[src/design/ilst_pkg.sv]
// Shared codes, widths and types of the indexed insert and remove list.
package ilst_pkg;

   localparam int DEFAULT_CAPACITY     = 16;
   localparam int DEFAULT_ELEMENT_BITS = 32;

   localparam int OPERATION_BITS = 2;
   localparam int POSITION_BITS  = 5;
   localparam int VALUE_BITS     = 32;
   localparam int READ_BITS      = 32;
   localparam int COUNT_BITS     = 5;
   localparam int STATUS_BITS    = 2;

   localparam logic [OPERATION_BITS-1:0] OP_INSERT = 2'd0;
   localparam logic [OPERATION_BITS-1:0] OP_REMOVE = 2'd1;
   localparam logic [OPERATION_BITS-1:0] OP_READ   = 2'd2;
   localparam logic [OPERATION_BITS-1:0] OP_MODIFY = 2'd3;

   localparam logic [STATUS_BITS-1:0] ST_OK    = 2'd0;
   localparam logic [STATUS_BITS-1:0] ST_RANGE = 2'd1;
   localparam logic [STATUS_BITS-1:0] ST_FULL  = 2'd2;

   typedef struct packed {
      logic insert;
      logic remove;
      logic modify;
   } cell_cmd_type;

endpackage

[src/design/ilst_cell.sv]
// One storage cell of the list: holds, loads or takes a neighbor's entry.
module ilst_cell
   import ilst_pkg::*;
#(
   parameter int ELEMENT_BITS = DEFAULT_ELEMENT_BITS,
   parameter int CW           = 5,
   parameter int CELL_INDEX   = 0
) (
   input  logic                    clock,
   input  cell_cmd_type            cmd,
   input  logic [CW-1:0]           position,
   input  logic [ELEMENT_BITS-1:0] value,
   input  logic [ELEMENT_BITS-1:0] left_data,
   input  logic [ELEMENT_BITS-1:0] right_data,
   output logic [ELEMENT_BITS-1:0] data_out,
   output logic [ELEMENT_BITS-1:0] read_out
);

   localparam logic [CW-1:0] MY_INDEX = CW'(CELL_INDEX);

   logic [ELEMENT_BITS-1:0] entry_ff;
   logic [ELEMENT_BITS-1:0] entry_in;
   logic                    selected;
   logic                    above;

   assign selected = (position == MY_INDEX);
   assign above    = (position < MY_INDEX);

   always_comb begin
      entry_in = entry_ff;
      if (cmd.insert) begin
         if (selected) begin
            entry_in = value;
         end else if (above) begin
            entry_in = left_data;
         end
      end else if (cmd.remove) begin
         if (selected || above) begin
            entry_in = right_data;
         end
      end else if (cmd.modify) begin
         if (selected) begin
            entry_in = value;
         end
      end
   end

   always_ff @(posedge clock) begin
      entry_ff <= entry_in;
   end

   assign data_out = entry_ff;
   assign read_out = selected ? entry_ff : '0;

endmodule

[src/design/indexed_insert_remove_list.sv]
// Top level of the indexed insert and remove list built from a row of cells.
//
// Each request transaction carries one operation in req_tuser (insert, remove,
// read or modify) with a position and a value in req_tdata. Every request
// produces exactly one response transaction carrying the data read, the entry
// count afterwards, an empty flag and a status code.
// The list lives in a row of CAPACITY cells. On an accepted request every cell
// decides in the same cycle whether to hold, load the value, take its lower
// neighbor's entry (insert) or take its upper neighbor's entry (remove).
// The response appears in an output register in the cycle after acceptance.
// A new request is accepted every cycle while the response register is empty
// or being drained, so throughput is one transaction per cycle; the limit is
// the single response register.
// If the receiver stalls, the response is held and req_tready drops until it
// is taken. A bad position, or an insert into a full list, changes nothing.
// Reset empties the list and the response register; entries need no clearing.
module indexed_insert_remove_list
   import ilst_pkg::*;
#(
   parameter int CAPACITY     = DEFAULT_CAPACITY,
   parameter int ELEMENT_BITS = DEFAULT_ELEMENT_BITS
) (
   input  logic        clock,
   input  logic        reset,
   input  logic        req_tvalid,
   output logic        req_tready,
   input  logic [39:0] req_tdata,   // position [4:0], value [36:5], zero fill [39:37]
   input  logic [1:0]  req_tuser,   // operation [1:0]
   output logic        rsp_tvalid,
   input  logic        rsp_tready,
   output logic [39:0] rsp_tdata    // read_data [31:0], count [36:32], is_empty [37],
                                    // status [39:38]
);

   localparam int CW = $clog2(CAPACITY + 1);
   localparam int XW = (CW > POSITION_BITS) ? CW : POSITION_BITS;
   localparam logic [CW-1:0] FULL_COUNT = CW'(CAPACITY);

   logic [CW-1:0]             count_ff;
   logic [CW-1:0]             count_in;
   logic                      rsp_valid_ff;
   logic                      rsp_valid_in;
   logic [39:0]               rsp_data_ff;
   logic [39:0]               rsp_data_in;

   logic [OPERATION_BITS-1:0] req_operation;
   logic [POSITION_BITS-1:0]  req_position;
   logic [VALUE_BITS-1:0]     req_value;
   logic                      accept;
   logic [XW-1:0]             position_x;
   logic [XW-1:0]             count_x;
   logic                      range_bad;
   logic                      is_insert;
   logic [STATUS_BITS-1:0]    status;
   logic                      good;
   cell_cmd_type              cmd;
   logic [CW-1:0]             cell_position;
   logic [ELEMENT_BITS-1:0]   store_value;
   logic [ELEMENT_BITS-1:0]   read_word;
   logic [READ_BITS-1:0]      read_data;

   logic [ELEMENT_BITS-1:0]   cell_data [CAPACITY];
   logic [ELEMENT_BITS-1:0]   cell_read [CAPACITY];

   assign req_operation = req_tuser;
   assign req_position  = req_tdata[4:0];
   assign req_value     = req_tdata[36:5];

   assign req_tready = !rsp_valid_ff || rsp_tready;
   assign accept     = req_tvalid && req_tready;

   assign position_x = XW'(req_position);
   assign count_x    = XW'(count_ff);
   assign is_insert  = (req_operation == OP_INSERT);
   assign range_bad  = is_insert ? (position_x > count_x) : (position_x >= count_x);

   always_comb begin
      if (range_bad) begin
         status = ST_RANGE;
      end else if (is_insert && (count_ff == FULL_COUNT)) begin
         status = ST_FULL;
      end else begin
         status = ST_OK;
      end
   end

   assign good          = accept && (status == ST_OK);
   assign cmd.insert    = good && (req_operation == OP_INSERT);
   assign cmd.remove    = good && (req_operation == OP_REMOVE);
   assign cmd.modify    = good && (req_operation == OP_MODIFY);
   assign cell_position = CW'(req_position);
   assign store_value   = ELEMENT_BITS'(req_value);

   for (genvar i = 0; i < CAPACITY; i++) begin : g_cell
      logic [ELEMENT_BITS-1:0] left_data;
      logic [ELEMENT_BITS-1:0] right_data;

      if (i == 0) begin : g_first
         assign left_data = '0;
      end else begin : g_inner_left
         assign left_data = cell_data[i-1];
      end

      if (i == CAPACITY - 1) begin : g_last
         assign right_data = '0;
      end else begin : g_inner_right
         assign right_data = cell_data[i+1];
      end

      ilst_cell #(
         .ELEMENT_BITS(ELEMENT_BITS),
         .CW          (CW),
         .CELL_INDEX  (i)
      ) u_cell (
         .clock     (clock),
         .cmd       (cmd),
         .position  (cell_position),
         .value     (store_value),
         .left_data (left_data),
         .right_data(right_data),
         .data_out  (cell_data[i]),
         .read_out  (cell_read[i])
      );
   end

   always_comb begin
      read_word = '0;
      for (int i = 0; i < CAPACITY; i++) begin
         read_word = read_word | cell_read[i];
      end
   end

   always_comb begin
      count_in = count_ff;
      case (1'b1)
         cmd.insert: count_in = count_ff + CW'(1);
         cmd.remove: count_in = count_ff - CW'(1);
         default:    count_in = count_ff;
      endcase
   end

   assign read_data = (good && (req_operation == OP_READ)) ? READ_BITS'(read_word) : '0;

   always_comb begin
      rsp_valid_in = rsp_valid_ff;
      rsp_data_in  = rsp_data_ff;
      if (accept) begin
         rsp_valid_in = 1'b1;
         rsp_data_in  = {status, (count_in == '0), COUNT_BITS'(count_in), read_data};
      end else if (rsp_tready) begin
         rsp_valid_in = 1'b0;
      end
   end

   always_ff @(posedge clock) begin
      if (reset) begin
         count_ff     <= '0;
         rsp_valid_ff <= 1'b0;
      end else begin
         count_ff     <= count_in;
         rsp_valid_ff <= rsp_valid_in;
      end
   end

   always_ff @(posedge clock) begin
      rsp_data_ff <= rsp_data_in;
   end

   assign rsp_tvalid = rsp_valid_ff;
   assign rsp_tdata  = rsp_data_ff;

   a_insert_grows: assert property (@(posedge clock) disable iff (reset)
      cmd.insert |=> (count_ff == $past(count_ff) + CW'(1)))
      else $error("Accepted insert did not grow the count by one.");

   a_remove_shrinks: assert property (@(posedge clock) disable iff (reset)
      cmd.remove |=> (count_ff == $past(count_ff) - CW'(1)))
      else $error("Accepted remove did not shrink the count by one.");

   a_reject_holds: assert property (@(posedge clock) disable iff (reset)
      (accept && (status != ST_OK)) |=> $stable(count_ff))
      else $error("Rejected request changed the count.");

   a_stall_blocks: assert property (@(posedge clock) disable iff (reset)
      (rsp_valid_ff && !rsp_tready) |-> !req_tready)
      else $error("Request accepted while the response register was stalled.");

endmodule
[config.mk]
export PLATFORM = sky130hd
export DESIGN_NAME = indexed_insert_remove_list
export DESIGN_NICKNAME = d
export VERILOG_FILES = /design/src/design/ilst_pkg.sv /design/src/design/ilst_cell.sv /design/src/design/indexed_insert_remove_list.sv
export SDC_FILE = /design/constraint.sdc
export NUM_CORES = 1
export LEC_CHECK = 0
export ABC_AREA = 1
export BUFFER_PORTS_ARGS = -buffer_cell sky130_fd_sc_hd__buf_2
export CAP_MARGIN = 20
export CELL_PAD_IN_SITES_DETAIL_PLACEMENT = 2
export CELL_PAD_IN_SITES_GLOBAL_PLACEMENT = 2
export CORE_ASPECT_RATIO = 2
export CORE_MARGIN = 2
export CORE_UTILIZATION = 35
export CTS_BUF_LIST = sky130_fd_sc_hd__clkbuf_8
export DETAILED_ROUTE_END_ITERATION = 6
export HOLD_SLACK_MARGIN = 0.15
export PLACE_DENSITY = 0.74
export SYNTH_ARGS = -nofsm -noshare
export SYNTH_HDL_FRONTEND = slang
export SYNTH_SLANG_ARGS = --single-unit
[constraint.sdc]
create_clock -name clock -period 4.5 [get_ports clock]
set_clock_uncertainty 0.05 [all_clocks]
set_input_delay 0.45 -clock clock [delete_from_list [all_inputs] [get_ports clock]]
set_output_delay 0.45 -clock clock [all_outputs]
set_load 0.02 [all_outputs]
# Word-level counts from Yosys, hierarchy flattened
# Cells that the tools add are included.
[totals] ff_bits=558 in_bits=46 output_inout_bits=42 elab_cells=304
[op_classes] add_sub_neg=2 order_cmp=18 n_eq_ne=51 n_mux=135 n_bitwise=15 n_reduce_logical=63
[ops] op="$mux W32" count=128
[ops] op="$or A32 B32 Y32" count=15
[ops] op="$ne A3 B1 Y1 const B" count=32
[ops] op="$reduce_and A4 Y1" count=16
[ops] op="$reduce_bool A3 Y1" count=17
[ops] op="$eq A5 B4 Y1 const B" count=8
[ops] op="$lt A5 B4 Y1 const B" count=8
[ops] op="$eq A5 B3 Y1 const B" count=4
[ops] op="$lt A5 B3 Y1 const B" count=4
[ops] op="$logic_or A1 B1 Y1" count=17
[ops] op="$eq A5 B2 Y1 const B" count=2
[ops] op="$logic_not A5 Y1" count=2
[ops] op="$lt A5 B1 Y1 const B" count=2
[ops] op="$lt A5 B2 Y1 const B" count=2
[ops] op="$mux W5" count=2
[ops] op="$logic_and A1 B1 Y1" count=7
[ops] op="$add A5 B1 Y5 const B" count=1
[ops] op="$eq A5 B1 Y1 const B" count=1
[ops] op="$eq A5 B5 Y1 const B" count=1
[ops] op="$ge A5 B5 Y1" count=1
[ops] op="$gt A5 B5 Y1" count=1
[ops] op="$sub A5 B1 Y5 const B" count=1
[ops] op="$eq A2 B2 Y1 const B" count=2
[ops] op="$logic_not A2 Y1" count=2
[ops] op="other kinds (5)" count=8

# Logic depth before layout (Yosys ltp)
[depth] depth_word=17 mapped_depth=15 mapped_depth_nobuf=14

# By module
# From an unflattened synthesis, not the netlist that was laid out.
[hier_totals] cells_unflattened=5824 hier_area_um2=41658.7
[modules_own_cells] mod="ilst_cell (g_cell[2].u_cell ...)" instances=2 cells_each=358 area_per_inst_um2=2484.9 seq_area_each_um2=960.9
[modules_own_cells] mod="indexed_insert_remove_list" instances=1 cells_each=303 area_per_inst_um2=2904.0 seq_area_each_um2=1321.3
[modules_own_cells] mod="ilst_cell (g_cell[15].u_cell)" instances=1 cells_each=326 area_per_inst_um2=2508.7 seq_area_each_um2=960.9
[modules_own_cells] mod="ilst_cell (g_cell[5].u_cell)" instances=1 cells_each=358 area_per_inst_um2=2483.6 seq_area_each_um2=960.9
[modules_own_cells] mod="ilst_cell (g_cell[4].u_cell)" instances=1 cells_each=356 area_per_inst_um2=2481.1 seq_area_each_um2=960.9
[modules_own_cells] mod="ilst_cell (g_cell[1].u_cell)" instances=1 cells_each=355 area_per_inst_um2=2477.4 seq_area_each_um2=960.9
[modules_own_cells] mod="ilst_cell (g_cell[10].u_cell)" instances=1 cells_each=359 area_per_inst_um2=2476.1 seq_area_each_um2=960.9
[modules_own_cells] mod="ilst_cell (g_cell[3].u_cell)" instances=1 cells_each=356 area_per_inst_um2=2467.4 seq_area_each_um2=960.9
[modules_own_cells] mod="ilst_cell (g_cell[14].u_cell)" instances=1 cells_each=359 area_per_inst_um2=2461.1 seq_area_each_um2=960.9
[modules_own_cells] mod="ilst_cell (g_cell[7].u_cell)" instances=1 cells_each=352 area_per_inst_um2=2451.1 seq_area_each_um2=960.9
[modules_own_cells] mod="ilst_cell (g_cell[12].u_cell)" instances=1 cells_each=352 area_per_inst_um2=2441.1 seq_area_each_um2=960.9
[modules_own_cells] mod="ilst_cell (g_cell[13].u_cell)" instances=1 cells_each=356 area_per_inst_um2=2432.3 seq_area_each_um2=960.9
[modules_own_cells] mod="ilst_cell (g_cell[9].u_cell)" instances=1 cells_each=354 area_per_inst_um2=2432.3 seq_area_each_um2=960.9
[modules_own_cells] mod="ilst_cell (g_cell[11].u_cell)" instances=1 cells_each=356 area_per_inst_um2=2426.1 seq_area_each_um2=960.9
[modules_own_cells] mod="+2 rows"

# Least setup slack after synthesis
# Ideal clock, no wire load.
[synth_timing] kind="in2reg" start="input port rsp_tready" end="register g_cell[5].u_cell.entry_ff[0], enable pin" setup_time_ns=0.432 arrival_ns=4.083 required_ns=4.018 path_slack_ns=-0.065 path_stages=11 path_buffers=1 path_cell_list="inv_1 -> nand2_1 -> nand2_1 -> inv_1 -> nand3_2 -> buf_2 -> nand2_1 -> nand2_1 -> inv_1 -> o21ai_0 -> a21oi_1"
[synth_via] elab_chain_cells=6 elab_cells_between_ends=11
[synth_lines] item="start, declared" line_no="indexed_insert_remove_list.sv:30" text="input logic rsp_tready,"
[synth_lines] item="$logic_or A1 B1 Y1 (*)" line_no="indexed_insert_remove_list.sv:69" text="assign req_tready = !rsp_valid_ff || rsp_tready;"
[synth_lines] item="via req_tready" line_no="indexed_insert_remove_list.sv:26" text="output logic req_tready,"
[synth_lines] item="$logic_and A1 B1 Y1 (*)" line_no="indexed_insert_remove_list.sv:70" text="assign accept = req_tvalid && req_tready;"
[synth_lines] item="via accept" line_no="indexed_insert_remove_list.sv:49" text="logic accept;"
[synth_lines] item="$logic_and A1 B1 Y1 (*)" line_no="indexed_insert_remove_list.sv:87" text="assign good = accept && (status == ST_OK);"
[synth_lines] item="$logic_and A1 B1 Y1 (on tied branches)" line_no="indexed_insert_remove_list.sv:88, indexed_insert_remove_list.sv:89, indexed_insert_remove_list.sv:90"
[synth_lines] item="$ne A3 B1 Y1 (no source line) / $reduce_bool A3 Y1 (equally long branches)"
[synth_lines] item="$reduce_and A4 Y1 (no source line) (*)"
[synth_lines] item="end signal, assigned" line_no="ilst_cell.sv:49" text="entry_ff <= entry_in;"
[synth_lines] item="end, declared" line_no="ilst_cell.sv:21" text="logic [ELEMENT_BITS-1:0] entry_ff;"
# Mark *: on every way through the listed nets, which the timed path passes. The rest lies on a longest branch.
# A chain may end at the register's enable or synchronous reset.

# Worst setup path after layout
[layout_timing] start="register count_ff[2]" end="register g_cell[6].u_cell.entry_ff[25], enable pin"
[layout_via] elab_chain_cells=9 elab_cells_between_ends=17
[layout_lines] item="start, declared" line_no="indexed_insert_remove_list.sv:39" text="logic [CW-1:0] count_ff;"
[layout_lines] item="start signal, assigned" line_no="indexed_insert_remove_list.sv:160" text="count_ff <= count_in;"
[layout_lines] item="branches (longest 3 deep; another with $ge A5 B5 Y1)"
[layout_lines] item="$mux W2 (*)" line_no="indexed_insert_remove_list.sv:78" text="if (range_bad) begin"
[layout_lines] item="$logic_not A2 Y1 (*)" line_no="indexed_insert_remove_list.sv:87"
[layout_lines] item="$logic_and A1 B1 Y1 (*)" line_no="indexed_insert_remove_list.sv:87"
[layout_lines] item="$logic_and A1 B1 Y1 (on tied branches)" line_no="indexed_insert_remove_list.sv:88, indexed_insert_remove_list.sv:89, indexed_insert_remove_list.sv:90"
[layout_lines] item="$ne A3 B1 Y1 (no source line) / $reduce_bool A3 Y1 (equally long branches)"
[layout_lines] item="$reduce_and A4 Y1 (no source line) (*)"
[layout_lines] item="end signal, assigned" line_no="ilst_cell.sv:49"
[layout_lines] item="end, declared" line_no="ilst_cell.sv:21"
# Every way passes the cells marked *.

==> impl_metrics.toml <==
[logic_synthesis]
synth_flop_cell = "edfxtp_1"
synth_commonest_cells = "787 x nand2_1, 552 x edfxtp_1, 550 x o21ai_0"
synth_cell_type_count = 37
synthArstFlopShare_pct = 0
yosys_warnings = 0
ys_top_cells_by_area = "edfxtp_1 51%, nand2_1 9.1%, o21ai_0 8.5%"
synth.most_common_cell = "nand2_1"
yosys.area.top_type = "edfxtp_1"
syn_nets = 3729
seq_area_frac_synth_pct = 51.5
syn-mean-instance-area_um2 = 8.82
synth_edf_count = 552
ys_ff_latch = 558
synth_top_area_share_pct = 51.1
syn-instance-count = 3676
syn_area_um2 = 32400

[route]
via_count = 31500
drt_wl_total_um = 150000
ant_nets = 0
first_iter_violations = 2831
drt-pass1-iter-count = 6
viasPerCell = 6.37
drc = 0
wl_per_cell_um = 30.3

[power_and_ir_drop]
pwr_density_cell_nw_per_um2 = 325
leakage_uw = 0.0123
ir_worst_vdd_mv = 0.200

[cells_and_area]
stdcell_count = 4945
drive_gt1_share_pct = 10.5
syn2layout_area_growth_pct = 12.8
nets = 3722
fillers = 10100

[global_route]
grt_pass1_wl_um = 222000
globalRouteOverflowTotal = 0
grt_pass1_vias = 32800
grt.total_usage_pct = 31.4
grt_antenna_before_repair = 5
grt_start_max_net_pins = 133

[place]
routabilityCongestion = 0.812
dp_cells = 4738
hpwl_um = 87000
preCtsSetupSlack_ps = 531
portBuffers = 84

[critical_path]
critPathArrivalTime_ps = 4250
worstPathMaxFanout = 25
critPathKind = "register to register"
critPathRequiredTime_ps = 4830
startpoint_type = "register"
end_kind = "register"
reg2reg_slack_ps = 580

[cts]
cts_setup_buffers = 0
cts_sinks = 558
cts_root_buffer = "clkbuf_8"
cts_max_path_buffers = 3
cts_tree = "built"
cts_buffers = 93
cts_max_level = 3
ctsResizeCount = 0
path_clk_slew_ps = 70
clk_latency_ps = 790

[sta]
finalHoldViolations = 0
finalWorstPathRequiredPeriod_ps = 3920
rsz0062_at_grt = "false"
tns_ps = 0
relSlewSlack_pct = 26.4
fin_crit_sh_pct = 87.1
worst_slack_ps = 581
worstMarginPinSlew_ps = 1100
setup_viol = 0
slew_violations = 0
max_freq_ghz = 0.255

[floorplan]
boundaryPins = 88
die_area_um2 = 95300
die_w_um = 219
start_util_pct = 35.1
num_rows = 158
die_h_um = 435
coreArea_um2 = 92300

[job]
cap_violations = 0

[hold_path]
hold_path_class = "input pin to register"

[status]
status = "finished clean"
-- cell type report --
cell class	count	area [µm²]	area share, %
Clock buffer	96	1320	3.61
Timing Repair Buffer	248	2090	5.72
Multi-Input combinational cell	2415	13200	36.0
Antenna cell	3	7.51	0.0205
Sequential cell	558	16700	45.6
Inverter	353	1340	3.65
Clock inverter	72	462	1.26
Tap cell	1200	1500	4.10
-- through the flow --
step	total power [µW]	utilization (%)	hold WS, ps	area [µm²]
6_report	11900	39.6	249	36600
5_1_grt	12300	39.6	252	36600
4_1_cts	12000	39.6	174	36600
3_5_place_dp	7210	37.3	475	34400
3_3_place_gp	7160	37.3	445	34400
2_1_floorplan	6730	-	459	32400
-- report_power, final --
part	leakage (µW)	switching (µW)	internal, µW	total [µW]
combinational	0.00628	915	377	1290
sequential	0.00506	27.7	5830	5850
clock	0.00100	2420	2320	4740
-- worst max-delay path: stages (launching register included) --
cell and delay (ps):
dfxtp_1 430, inv_2 120, ha_1 310, nand2_1 60
nor2_1 130, nand3_1 110, nand2_2 150, nand4_4 320
nand2_1 340, nand2_1 210, inv_1 150, o21ai_0 240
a21oi_4 200, buf_4 630
-- registers in the layout (all words and copies together) (netlist names) --
register and flops:
rsp_tvalid 1, count_ff 5, rsp_tdata 40, g_cell.u_cell.data_out 512
-- final timing paths --
path,from,endpoint,depth (start not counted)
setup reg to reg,count_ff[2]$_SDFF_PP0_,g_cell[6].u_cell.data_out[25]$_DFFE_PP_,13
setup / recovery,count_ff[2]$_SDFF_PP0_,g_cell[6].u_cell.data_out[25]$_DFFE_PP_,13
hold reg to reg,count_ff[0]$_SDFF_PP0_,count_ff[0]$_SDFF_PP0_,2
hold / removal,req_tdata[36],g_cell[0].u_cell.data_out[31]$_DFFE_PP_,3
-- routing by layer --
| layer | wire length, µm | share of wire (%) | track usage, % |
|---|---|---|---|
| met1 | 61600 | 41 | 39.7 |
| met2 | 73000 | 49 | 53.9 |
| met3 | 8290 | 5.5 | 3.64 |
| met4 | 7200 | 4.8 | 13.8 |
| met5 | 13 | 0.0087 | 0 |
-- placed cells by master, fill, tap and decap left out, drive strengths merged, types with 4 or more instances in the layout --
cell type	Yosys	final
o22ai	114	114
a41oi	8	8
ha	7	7
nand3	285	285
nor4	20	20
a221oi	16	16
a21oi	49	49
edfxtp	552	552
clkinv	0	40
o221ai	250	250
nand4	20	20
mux2	4	4
o211ai	198	198
nand2	789	789
nor2	82	82
buf	148	212
dfxtp	6	6
o2111ai	4	4
clkbuf	202	96
dlygate4sd3	0	36
nor3	6	6
bufinv	0	6
inv	353	377
o21ai	552	552
-- kinds of logic (layout without fill, tap and decap cells) --
group                    count (synthesis)  in the layout  synth area share, %
AND/OR/NAND/NOR                       1204           1204                 15.6
multiplexers                             4              4                0.139
buffers and inverters                  703            769                 8.69
other                                    0              3                    0
XOR/XNOR                                 3              3               0.0810
AO/OA/AOI/OAI                         1197           1197                 23.7
adder cells (fa/ha/maj)                  7              7                0.270
flip-flops                             558            558                 51.5
-- timing repair --
| action | in CTS | in global routing |
|---|---|---|
| hold endpoints to repair | 95 | 0 |
| endpoints found under the setup margin | 0 | 0 |
| hold buffers | 36 | 0 |
No activity file was read; power rests on OpenSTA's default activity.
